$ cat src/rtl/oaht_pkg.sv
// Shared constants, codes and port structs of the open-addressed handle table.
// No dependencies; every other file of the block imports this package.
package oaht_pkg;

    localparam int TABLE_SLOTS = 128;                 // power of two
    localparam int SLOT_W      = $clog2(TABLE_SLOTS);
    localparam int KEY_W       = 64;
    localparam int ACT_W       = 2;
    localparam int STAT_W      = 3;
    localparam int IDX_W       = 7;                   // result slot field width

    // Hash finalizer: only the low MIX_SHIFT + SLOT_W product bits reach the slot.
    localparam int              MIX_SHIFT = 33;
    localparam logic [KEY_W-1:0] MIX_MULT = 64'hff51_afd7_ed55_8ccd;
    localparam int              PROD_W    = MIX_SHIFT + SLOT_W;
    localparam int              HALF_W    = (PROD_W + 1) / 2;
    localparam int              HIGH_W    = PROD_W - HALF_W;

    // Entry encodings
    localparam logic [KEY_W-1:0] SLOT_EMPTY = KEY_W'(0);
    localparam logic [KEY_W-1:0] SLOT_TOMB  = KEY_W'(1);

    // Actions
    localparam logic [ACT_W-1:0] ACT_INSERT = 2'd0;
    localparam logic [ACT_W-1:0] ACT_LOOKUP = 2'd1;
    localparam logic [ACT_W-1:0] ACT_ERASE  = 2'd2;

    // Result status
    localparam logic [STAT_W-1:0] ST_FOUND    = 3'd0;
    localparam logic [STAT_W-1:0] ST_INSERTED = 3'd1;
    localparam logic [STAT_W-1:0] ST_ABSENT   = 3'd2;
    localparam logic [STAT_W-1:0] ST_FULL     = 3'd3;
    localparam logic [STAT_W-1:0] ST_ERASED   = 3'd4;
    localparam logic [STAT_W-1:0] ST_RESERVED = 3'd5;

    typedef struct packed {
        logic              en;
        logic [SLOT_W-1:0] addr;
    } t_rd_req;

    typedef struct packed {
        logic              en;
        logic [SLOT_W-1:0] addr;
        logic [KEY_W-1:0]  data;
    } t_wr_req;

endpackage

$ cat src/rtl/oaht_hash.sv
// Home-slot hash: finalizer mix, multiply split into registered partial products.
// Depends on oaht_pkg.
module oaht_hash (
    input  logic                       i_clk,
    input  logic                       i_load,
    input  logic [oaht_pkg::KEY_W-1:0] i_key,
    output logic [oaht_pkg::SLOT_W-1:0] o_home
);
    import oaht_pkg::*;

    logic [KEY_W-1:0]       w_mix;
    logic [HALF_W-1:0]      w_xl;
    logic [HIGH_W-1:0]      w_xh;
    logic [HALF_W-1:0]      w_cl;
    logic [HIGH_W-1:0]      w_ch;
    logic [2*HALF_W-1:0]    w_ll;
    logic [HIGH_W+HALF_W-1:0] w_hl;
    logic [HALF_W+HIGH_W-1:0] w_lh;
    logic [2*HALF_W-1:0]    r_pp_ll;
    logic [HIGH_W-1:0]      r_pp_hl;
    logic [HIGH_W-1:0]      r_pp_lh;
    logic [HIGH_W-1:0]      w_cross;
    logic [PROD_W-1:0]      w_prod;

    assign w_mix = i_key ^ (i_key >> MIX_SHIFT);
    assign w_xl  = w_mix[HALF_W-1:0];
    assign w_xh  = w_mix[PROD_W-1:HALF_W];
    assign w_cl  = MIX_MULT[HALF_W-1:0];
    assign w_ch  = MIX_MULT[PROD_W-1:HALF_W];

    assign w_ll = w_xl * w_cl;
    assign w_hl = w_xh * w_cl;
    assign w_lh = w_xl * w_ch;

    // Keep only product bits below PROD_W; cross terms land at HALF_W and up.
    always_ff @(posedge i_clk) begin
        if (i_load) begin
            r_pp_ll <= w_ll;
            r_pp_hl <= w_hl[HIGH_W-1:0];
            r_pp_lh <= w_lh[HIGH_W-1:0];
        end
    end

    assign w_cross = r_pp_hl + r_pp_lh;
    assign w_prod  = r_pp_ll[PROD_W-1:0] + {w_cross, {HALF_W{1'b0}}};
    assign o_home  = w_prod[SLOT_W-1:0] ^ w_prod[MIX_SHIFT +: SLOT_W];

endmodule

$ cat config.mk
export PLATFORM = sky130hd
export DESIGN_NAME = oaht_hash
export DESIGN_NICKNAME = d
export VERILOG_FILES = /design/src/rtl/oaht_pkg.sv /design/src/rtl/oaht_hash.sv
export SDC_FILE = /design/constraint.sdc
export NUM_CORES = 1
export LEC_CHECK = 0
export BUFFER_PORTS_ARGS = -buffer_cell sky130_fd_sc_hd__buf_2
export CAP_MARGIN = 25
export CORE_MARGIN = 8
export CORE_UTILIZATION = 65
export CTS_CLUSTER_DIAMETER = 80
export DETAILED_ROUTE_END_ITERATION = 8
export PLACE_DENSITY = 0.95
export SYNTH_ARGS = -nofsm -noshare
export SYNTH_HDL_FRONTEND = slang
export SYNTH_SLANG_ARGS = --single-unit
$ cat constraint.sdc
create_clock -name i_clk -period 11.17 [get_ports i_clk]
set_input_delay 2.7925 -clock i_clk [delete_from_list [all_inputs] [get_ports i_clk]]
set_output_delay 2.7925 -clock i_clk [all_outputs]
set_load 0.01 [all_outputs]
# == Yosys cells after proc, flatten, opt, wreduce, memory -nomap -nowiden ==
# Cells that the tools add are included.
# op_classes
bitwise,2
addsub,2
mul,3
# ops
cell,n
$add A40 B40 Y40,1
$mul A20 B19 Y20 const B,2
$xor A40 B31 Y40,1
$mul A20 B19 Y39 const B,1
$add A20 B20 Y20,1
$xor A7 B7 Y7,1
# totals
elab_cells,10
reg_bits,80
out_inout_bits,7

# == Longest topological paths before layout ==
# Gate-level depths: netlist of the first run.
# logic_depth
word_depth,3
mapped_depth,22
mapped_depth_nobuf,22

# == Worst setup path before layout of the first run ==
# OpenSTA, ideal clock, no wires.
# synth_timing
kind,input to register
start,input i_key[42] (netlist bit)
end,register r_pp_ll[29] (data pin)
cell_stages,21
required_time_ps,10916
path_buffers,0
arrival_ps,7896
setup_ps,254
path_slack_ps,3020
cell_sequence,xnor2_1 -> inv_1 -> ha_1 -> ha_1 -> inv_1 -> fa_1 -> inv_1 -> fa_1 -> fa_1 -> inv_1 -> fa_1 -> inv_1 -> ha_1 -> a21oi_1 -> o21ai_1 -> or3_1 -> o21ai_2 -> a31oi_1 -> a21o_1 -> a211o_1 -> nor2b_1
# synth_via
elab_chain_len,2
# synth_rtl
element,line,text
from (decl),oaht_hash.sv:6,"input logic [oaht_pkg::KEY_W-1:0] i_key,"
$xor A40 B31 Y40,oaht_hash.sv:25,assign w_mix = i_key ^ (i_key >> MIX_SHIFT);
$mul A20 B19 Y39,oaht_hash.sv:31,assign w_ll = w_xl * w_cl;
via w_ll[29],oaht_hash.sv:16,logic [2*HALF_W-1:0] w_ll;
to (signal assigned),oaht_hash.sv:38,r_pp_ll <= w_ll;
to (decl),oaht_hash.sv:19,logic [2*HALF_W-1:0] r_pp_ll;
# The timed path passes the listed nets, and every way through them passes these cells.
# A chain may end at the register's enable or synchronous reset.

# == Worst setup path in the final report of the first run ==
# layout_timing
start,input i_key[36] (netlist bit)
end,register r_pp_ll[29] (data pin)
# The elaborated chain is that of the path after synthesis.

==> results of run 1 <==
[cell families after synthesis]
logic type	count (synthesis)
AOI/OAI and AO/OA	178
xor gates and xnor gates	155
muxes	4
and+or+nand+nor	141
adders and majority gates	594
DFF	63
buffers and inverters	454
[flip-flops by register name (all words and copies together), names as in the netlist]
| register | count |
|---|---|
| r_pp_hl | 20 |
| r_pp_lh | 20 |
| r_pp_ll | 23 |
[final cells by class]
class	instances	share of cell area [%]
sequential	63	10.9
multi-input combinational	1072	72.9
clock inverter	5	0.151
inverter	452	9.76
timing repair buffer	85	2.63
clock buffer	10	1.32
tap	330	2.38
[through the flow]
stage | area [um2] | cells | hold WS (ns) | setup WS (ns)
after floorplan | 16300 | 1589 | 2.91 | 3.02
after global routing | 17400 | 2017 | 2.87 | 2.12
after CTS | 17400 | 2015 | 2.86 | 2.39
after detailed placement | 17100 | 2000 | 3.21 | 2.07
after global placement | 17100 | 1999 | 3.19 | 2.16
final | 17400 | 2017 | 2.86 | 2.25
[metal layers]
layer  vias up  GRT usage (%)  wire [um]
li1       5246              -          -
met1      5776           33.8      16100
met2       508           47.9      20100
met3       117           5.23       3270
met4         0           10.6       1600
met5         -              0          0
[cell usage after synthesis, drive strengths merged (3+ instances only)]
| library cell | number |
|---|---|
| inv | 452 |
| ha | 337 |
| fa | 257 |
| xnor2 | 97 |
| edfxtp | 63 |
| xor2 | 57 |
| a21oi | 49 |
| o21ai | 38 |
| nor2 | 33 |
| nand2 | 26 |
| a21o | 21 |
| nor3 | 20 |
| nand3 | 16 |
| a31oi | 15 |
| o21a | 10 |
| a211oi | 9 |
| and3 | 9 |
| nand2b | 9 |
| and2 | 7 |
| o21bai | 7 |
| or2 | 6 |
| nor2b | 5 |
| a211o | 4 |
| o211ai | 4 |
| or3 | 4 |
| mux2i | 3 |
| o211a | 3 |
[critical path: cells and delay by family]
family | cells | cell delay, ns
XOR/XNOR | 1 | 0.64
buffers and inverters | 6 | 0.72
AND/OR/NAND/NOR | 2 | 0.51
adder cells (fa/ha/maj) | 7 | 3.08
AO/OA/AOI/OAI | 6 | 1.26
[cells in the final DEF, fill, tap and decap left out, types with 6 or more instances in the layout]
| master | count |
|---|---|
| sky130_fd_sc_hd__buf_4 | 13 |
| sky130_fd_sc_hd__nand2_1 | 26 |
| sky130_fd_sc_hd__a31oi_1 | 15 |
| sky130_fd_sc_hd__inv_1 | 452 |
| sky130_fd_sc_hd__a211oi_1 | 6 |
| sky130_fd_sc_hd__nor2_1 | 33 |
| sky130_fd_sc_hd__xor2_1 | 57 |
| sky130_fd_sc_hd__nand3_1 | 16 |
| sky130_fd_sc_hd__and2_1 | 6 |
| sky130_fd_sc_hd__a21o_1 | 21 |
| sky130_fd_sc_hd__nor3_1 | 19 |
| sky130_fd_sc_hd__o21ai_0 | 32 |
| sky130_fd_sc_hd__clkbuf_16 | 9 |
| sky130_fd_sc_hd__xnor2_1 | 97 |
| sky130_fd_sc_hd__o21bai_1 | 7 |
| sky130_fd_sc_hd__o21a_1 | 10 |
| sky130_fd_sc_hd__and3_1 | 9 |
| sky130_fd_sc_hd__a21oi_1 | 48 |
| sky130_fd_sc_hd__fa_1 | 257 |
| sky130_fd_sc_hd__nand2b_1 | 9 |
| sky130_fd_sc_hd__ha_1 | 337 |
| sky130_fd_sc_hd__buf_2 | 72 |
| sky130_fd_sc_hd__edfxtp_1 | 63 |
[how the worst min path moves through the flow]
stage / to / slack [ns] / cells after the start
after floorplan: r_pp_hl[0] / 2.91 / 0
after global placement: r_pp_hl[1] / 3.19 / 2
after detailed placement: r_pp_hl[1] / 3.21 / 2
after CTS: r_pp_hl[1] / 2.86 / 2
after global routing: r_pp_hl[1] / 2.87 / 2
final: r_pp_hl[1] / 2.86 / 2
==> results.cfg, run 1 <==
[synthesis]
synth_compound_gate_area_share_pct = 7.30
netlist_area_um2 = 16300
synth_async_sr_flop_share_pct = 0
synth.top_cells.by_area = sky130_fd_sc_hd__fa_1, sky130_fd_sc_hd__ha_1, sky130_fd_sc_hd__edfxtp_1, sky130_fd_sc_hd__inv_1, sky130_fd_sc_hd__xnor2_1
mean_cell_area_of_the_mapped_netlist_um2 = 10.2
synth_cell_type_count = 57
yosys.area_share.adder_pct = 57.6
post-synth-top-area-fraction_pct = 31.6
largest_family_of_logic_cells_by_synthesized_area = adder cells
post_synth_and_or_nand_nor_area_fraction_pct = 4.35
synth-xor-area-share_pct = 8.43
synthesized_instance_count = 1589
synth-seq-cells = 63
netlist.top_cell.by_area = sky130_fd_sc_hd__fa_1
yosys_most_used_dff = sky130_fd_sc_hd__edfxtp_1
muxShareOfSynthArea_pct = 0.254
synth.yosys.seq_area_share_pct = 11.6
number_of_synthesized_flops_with_an_enable_pin = 63
synthesis.yosys.warnings = 0
total_nets_after_synthesis = 2249

[floorplan]
placementRows = 58
num_io_pins = 73
start_util_pct = 65.3
die_area_um2 = 30300
die_height_um = 174
coreArea_um2 = 24900
die_width_um = 174

[timing]
finalCriticalPeriod_ns = 8.92
fmaxAchievable_mhz = 112
finalHoldViolations = 0
max-slew-margin-rel_pct = 26.6
worst_pin_slew_ns = 1.10
unrepaired_setup_endpoints_after_global_routing = false
finalSetupTns_ns = 0
period_share_pct = 79.9
finalMaxSlewViolations = 0
setup-violations-final = 0

[drt]
remaining_drc_errors = 0
drt_first_pass_iters = 5
detail_route.iter0.violations = 753
dr_wl_cell_um = 20.4
postRouteAntennaNets = 0
wl_um = 41100
drt-vias-per-instance = 5.77
via_count = 11600

[clock_tree]
tritoncts = yes
clkTransAtPathRegs_ns = 0.06
numCtsBuffers = 9
cts_resized = 0
post_cts_buffers = 0
ctsHoldBuffers = 0
clock_sink_count = 63
clock_tree.root_cell = sky130_fd_sc_hd__clkbuf_16
cts_max_path_buffers = 2
htree_levels = 3

[finish]
fraction_of_the_core_area_covered_by_cells_at_the_end_of_the_flow_pct = 69.8
synthesis_to_finish_area_growth_pct = 6.88
final.fill_count = 1735
drive_gt1_share_pct = 6.82
register_area_um2 = 1890
multi_input_comb_area_um2 = 12700
design.final.nets = 2343
diodes_inserted = 0

[run]
timing.max_cap.violations = 0

[critical_path]
crit_chain = buf_2, xnor2_1, inv_1, ha_1, inv_1, fa_1, fa_1, inv_1, fa_1, fa_1, inv_1, fa_1, inv_1, ha_1, a21oi_1, o21ai_1, or3_1, o21ai_2, a31oi_1, a21o_1, a211o_1, nor2b_1
cp.arrival_ns = 9.01
endpoint_kind = register
cp-endpoint = r_pp_ll[29]
startpoint = i_key[36]
critical_path.max_fanout = 5
worst_path_largest_cell_delay_ns = 0.64
critical_path_class = in2reg
start_kind = input port
required_ns = 11.26
critical-path-slowest-cell = sky130_fd_sc_hd__xnor2_1

[grt]
first_global_vias = 13100
grt_first_pass_wirelength_um = 65900
grt_start_max_net_pins = 64
track_usage_pct = 27.7
antenna_found_initial = 0
globalRouteOverflowTotal = 0

[run_status]
status = complete, no violations

[placement]
place.detailed.hpwl_um = 36300
port_buffers = 72
gp_routability_congestion = 0.977

[hold_path]
worstHoldStart = i_key[21]
worstHoldPathType = in2reg
Power of run 1 is not shown: default switching activity piles up to over one toggle a cycle in this logic, so the estimate is an artifact.
==> run 2: changes to the inputs <==
==> constraint.sdc (replaced) <==
create_clock -name i_clk -period 9.3 [get_ports i_clk]
set_input_delay 2.325 -clock i_clk [delete_from_list [all_inputs] [get_ports i_clk]]
set_output_delay 2.325 -clock i_clk [all_outputs]
set_load 0.01 [all_outputs]
==> run 2 against run 1 <==
  * Cell count rose by 0.40%
  * Via count fell by 2.2%
  * Global-route usage rose by 0.19 points
  * Hold slack got worse by 0.45 ns
  * Critical endpoint is now r_pp_ll[32]
  * Non-clock buffer count rose by 8
  * Design area rose by 0.62%
==> results.cfg, run 2 (synthesis results as in run 1) <==
[timing]
fmaxAchievable_mhz = 126
finalCriticalPeriod_ns = 7.97
layout_setup_ws_ns = 1.33
unrepaired_setup_endpoints_after_global_routing = false
period_share_pct = 85.7
finalMaxSlewViolations = 0
worst_pin_slew_ns = 0.869
finalSetupTns_ns = 0
setup-violations-final = 0
max-slew-margin-rel_pct = 41.9
finalHoldViolations = 0

[placement]
detailedPlace.worstSlack_ns = 1.10
place.detailed.hpwl_um = 36900
gp_routability_congestion = 1.04
dpl.cell_count = 2010
port_buffers = 72

[floorplan]
placementRows = 58
die_width_um = 174
coreArea_um2 = 24900
die_area_um2 = 30300
num_io_pins = 73
start_util_pct = 65.3
die_height_um = 174

[finish]
largest-register = r_pp_ll
mostFrequentLayoutCells = sky130_fd_sc_hd__inv_1, sky130_fd_sc_hd__ha_1, sky130_fd_sc_hd__fa_1, sky130_fd_sc_hd__xnor2_1, sky130_fd_sc_hd__buf_2
mostFrequentLayoutCell = sky130_fd_sc_hd__inv_1
final_cell_count_no_fill = 2025
diodes_inserted = 0
drive_gt1_share_pct = 7.26
final.fill_count = 1769
synthesis_to_finish_area_growth_pct = 7.54
layout_top_registers = r_pp_ll x23, r_pp_hl x20, r_pp_lh x20
design.final.nets = 2351
largest_register_ff_count = 23

[clock_tree]
cts_resized = 0
htree_levels = 3
numCtsBuffers = 9
cts_max_path_buffers = 2
clock_sink_count = 63
ctsHoldBuffers = 0
post_cts_buffers = 0
clock_tree.root_cell = sky130_fd_sc_hd__clkbuf_16
tritoncts = yes
clkTransAtPathRegs_ns = 0.06

[drt]
detail_route.iter0.violations = 718
remaining_drc_errors = 0
wl_um = 41400
drt_first_pass_iters = 5
dr_wl_cell_um = 20.4
postRouteAntennaNets = 0
via_count = 11400
drt-vias-per-instance = 5.62

[run_status]
status = complete, no violations

[critical_path]
endpoint_kind = register
critical_path_class = in2reg
required_ns = 9.38
cp.arrival_ns = 8.05
critical_path.max_fanout = 7
start_kind = input port

[grt]
first_global_vias = 12500
met2_usage_pct = 47.2
grt_busiest_layer = met2
globalRouteMet1Util_pct = 34.0
grt_use_met3_pct = 6.27
grt_first_pass_wirelength_um = 65300
track_usage_pct = 27.9
antenna_found_initial = 0
grt_start_max_net_pins = 64
globalRouteOverflowTotal = 0

[hold_path]
worstHoldPathType = in2reg

[run]
timing.max_cap.violations = 0
==> run 2: worst paths after layout <==
kind                       to  depth (start not counted)  slack, ns  startpoint
setup / recovery  r_pp_ll[32]                         21       1.33   i_key[37]
hold / removal     r_pp_lh[0]                          2       2.41    i_key[0]
==> run 2: layer usage <==
layer | vias up | part of all wire, %
met4 | 0 | 4.4
met1 | 5618 | 39
met3 | 102 | 7.8
met5 | - | 0
met2 | 401 | 48
li1 | 5266 | -
==> run 2: layout make-up <==
cell class                 instances  area (um2)  share of cell area, %
inverter                         452        1700                   9.70
tap                              330         413                   2.36
clock inverter                     5        73.8                  0.422
multi-input combinational       1072       12700                   72.4
clock buffer                      10         229                   1.31
sequential                        63        1890                   10.8
timing repair buffer              93         518                   2.96
==> run 2: per-stage QoR <==
stage / hold WS (ns) / util, % / cell area, um2
floorplan: 2.44 / - / 16300
global placement: 2.73 / 69.1 / 17200
detailed placement: 2.73 / 69.1 / 17200
CTS: 2.39 / 70.3 / 17500
global route: 2.40 / 70.3 / 17500
finish: 2.41 / 70.3 / 17500
==> run 2: critical path: stages <==
cell,delay [ns]
sky130_fd_sc_hd__buf_2,0.13
sky130_fd_sc_hd__xor2_1,0.49
sky130_fd_sc_hd__ha_1,0.32
sky130_fd_sc_hd__inv_1,0.13
sky130_fd_sc_hd__fa_1,0.63
sky130_fd_sc_hd__fa_1,0.45
sky130_fd_sc_hd__fa_1,0.49
sky130_fd_sc_hd__inv_1,0.05
sky130_fd_sc_hd__fa_1,0.47
sky130_fd_sc_hd__inv_1,0.05
sky130_fd_sc_hd__fa_1,0.47
sky130_fd_sc_hd__inv_1,0.04
sky130_fd_sc_hd__ha_1,0.36
sky130_fd_sc_hd__a21oi_1,0.16
sky130_fd_sc_hd__a31oi_1,0.15
sky130_fd_sc_hd__a2111oi_0,0.55
sky130_fd_sc_hd__o21ai_1,0.17
sky130_fd_sc_hd__a31oi_1,0.26
sky130_fd_sc_hd__o21bai_1,0.10
sky130_fd_sc_hd__a21oi_1,0.18
sky130_fd_sc_hd__xnor2_1,0.08
Power of run 2 is left out for the same reason.
==> run 3: changes to the inputs <==
==> constraint.sdc (replaced) <==
create_clock -name i_clk -period 8 [get_ports i_clk]
set_input_delay 2 -clock i_clk [delete_from_list [all_inputs] [get_ports i_clk]]
set_output_delay 2 -clock i_clk [all_outputs]
set_load 0.01 [all_outputs]
==> run 3 against run 2 <==
  * Sequential share of layout area down 0.12 points
  * Cell count up 1.0%
  * Routed wire length up 5.5%
  * First-iteration DRC count up 30%
==> results.cfg, run 3 (synthesis results as in run 1) <==
[placement]
gp_routability_congestion = 0.985
port_buffers = 72
placement.cell_area_um2 = 17300
place.detailed.hpwl_um = 37900

[finish]
mostFrequentLayoutCells = sky130_fd_sc_hd__inv_1, sky130_fd_sc_hd__ha_1, sky130_fd_sc_hd__fa_1, sky130_fd_sc_hd__xnor2_1, sky130_fd_sc_hd__buf_2
mostFrequentLayoutCell = sky130_fd_sc_hd__inv_1
largest_register_ff_count = 23
drive_gt1_share_pct = 8.40
design_area_um2 = 17700
layout_top_registers = r_pp_ll x23, r_pp_hl x20, r_pp_lh x20
design.final.nets = 2369
final.fill_count = 1671
largest-register = r_pp_ll
multi_input_comb_area_um2 = 12700
register_area_um2 = 1890
synthesis_to_finish_area_growth_pct = 8.74

[grt]
grt_first_pass_wirelength_um = 69400
antenna_found_initial = 0
globalRouteMet1Util_pct = 34.8
globalRouteOverflowTotal = 0
grt_use_met3_pct = 7.57
track_usage_pct = 29.5
first_global_vias = 13100
grt_start_max_net_pins = 64
met2_usage_pct = 51.0
grt_busiest_layer = met2

[clock_tree]
tritoncts = yes
htree_levels = 3
cts_max_path_buffers = 2
ctsHoldBuffers = 0
cts_resized = 0
clkTransAtPathRegs_ns = 0.06
numCtsBuffers = 9
clock_sink_count = 63
clock_tree.root_cell = sky130_fd_sc_hd__clkbuf_16
post_cts_buffers = 0

[critical_path]
start_kind = input port
startpoint = i_key[36]
critical_path_class = in2reg
critical_path.max_fanout = 6
required_ns = 8.09
cp.arrival_ns = 7.83
endpoint_kind = register

[floorplan]
placementRows = 58
start_util_pct = 65.3
die_height_um = 174
coreArea_um2 = 24900
die_area_um2 = 30300
num_io_pins = 73
die_width_um = 174

[drt]
postRouteAntennaNets = 0
via_count = 11800
drt_first_pass_iters = 8
drt-vias-per-instance = 5.76
detail_route.iter0.violations = 932
remaining_drc_errors = 0
dr_wl_cell_um = 21.3
wl_um = 43700

[hold_path]
worstHoldStart = i_key[54]
worstHoldPathType = in2reg
hold-path-endpoint = r_pp_hl[1]
hold_depth = 2

[timing]
max-slew-margin-rel_pct = 44.6
unrepaired_setup_endpoints_after_global_routing = false
period_share_pct = 96.7
worst_pin_slew_ns = 0.831
finalCriticalPeriod_ns = 7.74
finalHoldViolations = 0
setup-violations-final = 0
finalMaxSlewViolations = 0
finalSetupTns_ns = 0
fmaxAchievable_mhz = 129

[run]
timing.max_cap.violations = 0

[run_status]
status = complete, no violations
-- run 3: changes by cell type in the layout (fill, tap and decap cells not counted), sizes merged --
| cell | previous run | this run |
|---|---|---|
| bufinv | 2 | 3 |
| clkinv | 3 | 2 |
| clkbuf | 10 | 9 |
| inv | 452 | 453 |
| buf | 93 | 111 |
| diode | 0 | 2 |
| clkinvlp | 0 | 1 |
-- run 3: layout make-up --
class	instances	area share, %
Timing Repair Buffer	111	3.76
Multi-Input combinational cell	1072	71.6
Antenna cell	2	0.0283
Inverter	452	9.59
Tap cell	330	2.33
Clock buffer	9	1.27
Clock inverter	7	0.679
Sequential cell	63	10.7
-- run 3: per-layer routing --
| metal | share of wire (%) | routed length, um |
|---|---|---|
| met5 | 0 | 0 |
| met4 | 4.1 | 1770 |
| met3 | 7.7 | 3370 |
| met2 | 49 | 21500 |
| met1 | 39 | 17000 |
-- run 3: worst max-delay path, cell delays in order --
cell	delay, ns
sky130_fd_sc_hd__buf_2	0.13
sky130_fd_sc_hd__xnor2_1	0.45
sky130_fd_sc_hd__buf_4	0.24
sky130_fd_sc_hd__inv_1	0.08
sky130_fd_sc_hd__ha_1	0.43
sky130_fd_sc_hd__inv_1	0.10
sky130_fd_sc_hd__fa_1	0.45
sky130_fd_sc_hd__fa_1	0.52
sky130_fd_sc_hd__inv_1	0.05
sky130_fd_sc_hd__fa_1	0.45
sky130_fd_sc_hd__fa_1	0.49
sky130_fd_sc_hd__inv_1	0.05
sky130_fd_sc_hd__fa_1	0.47
sky130_fd_sc_hd__inv_1	0.04
sky130_fd_sc_hd__ha_1	0.35
sky130_fd_sc_hd__nand3_1	0.12
sky130_fd_sc_hd__a31oi_1	0.13
sky130_fd_sc_hd__a2111oi_0	0.42
sky130_fd_sc_hd__o21ai_1	0.16
sky130_fd_sc_hd__a31oi_1	0.25
sky130_fd_sc_hd__o21bai_1	0.09
sky130_fd_sc_hd__a21oi_1	0.22
sky130_fd_sc_hd__xnor2_1	0.11
-- run 3: worst max-delay path by stage --
stage / end / slack (ns) / depth (start not counted)
floorplan: r_pp_ll[29] / 0.64 / 21
global placement: r_pp_ll[38] / 0.14 / 23
detailed placement: r_pp_ll[32] / -0.01 / 23
CTS: r_pp_ll[32] / 0.31 / 23
global route: r_pp_ll[32] / 0.02 / 23
finish: r_pp_ll[32] / 0.26 / 23
-- run 3: per-stage QoR --
step                      setup slack [ns]  utilization (%)  hold WS [ns]  std cells
after floorplan                      0.643                -          2.11       1589
final                                0.264             71.1          2.09       2046
after detailed placement           -0.0147             69.6          2.44       2028
after global placement               0.136             69.6          2.42       2028
after global routing                0.0181             71.0          2.08       2044
after CTS                            0.312             71.0          2.08       2044
Power of run 3 is left out for the same reason.
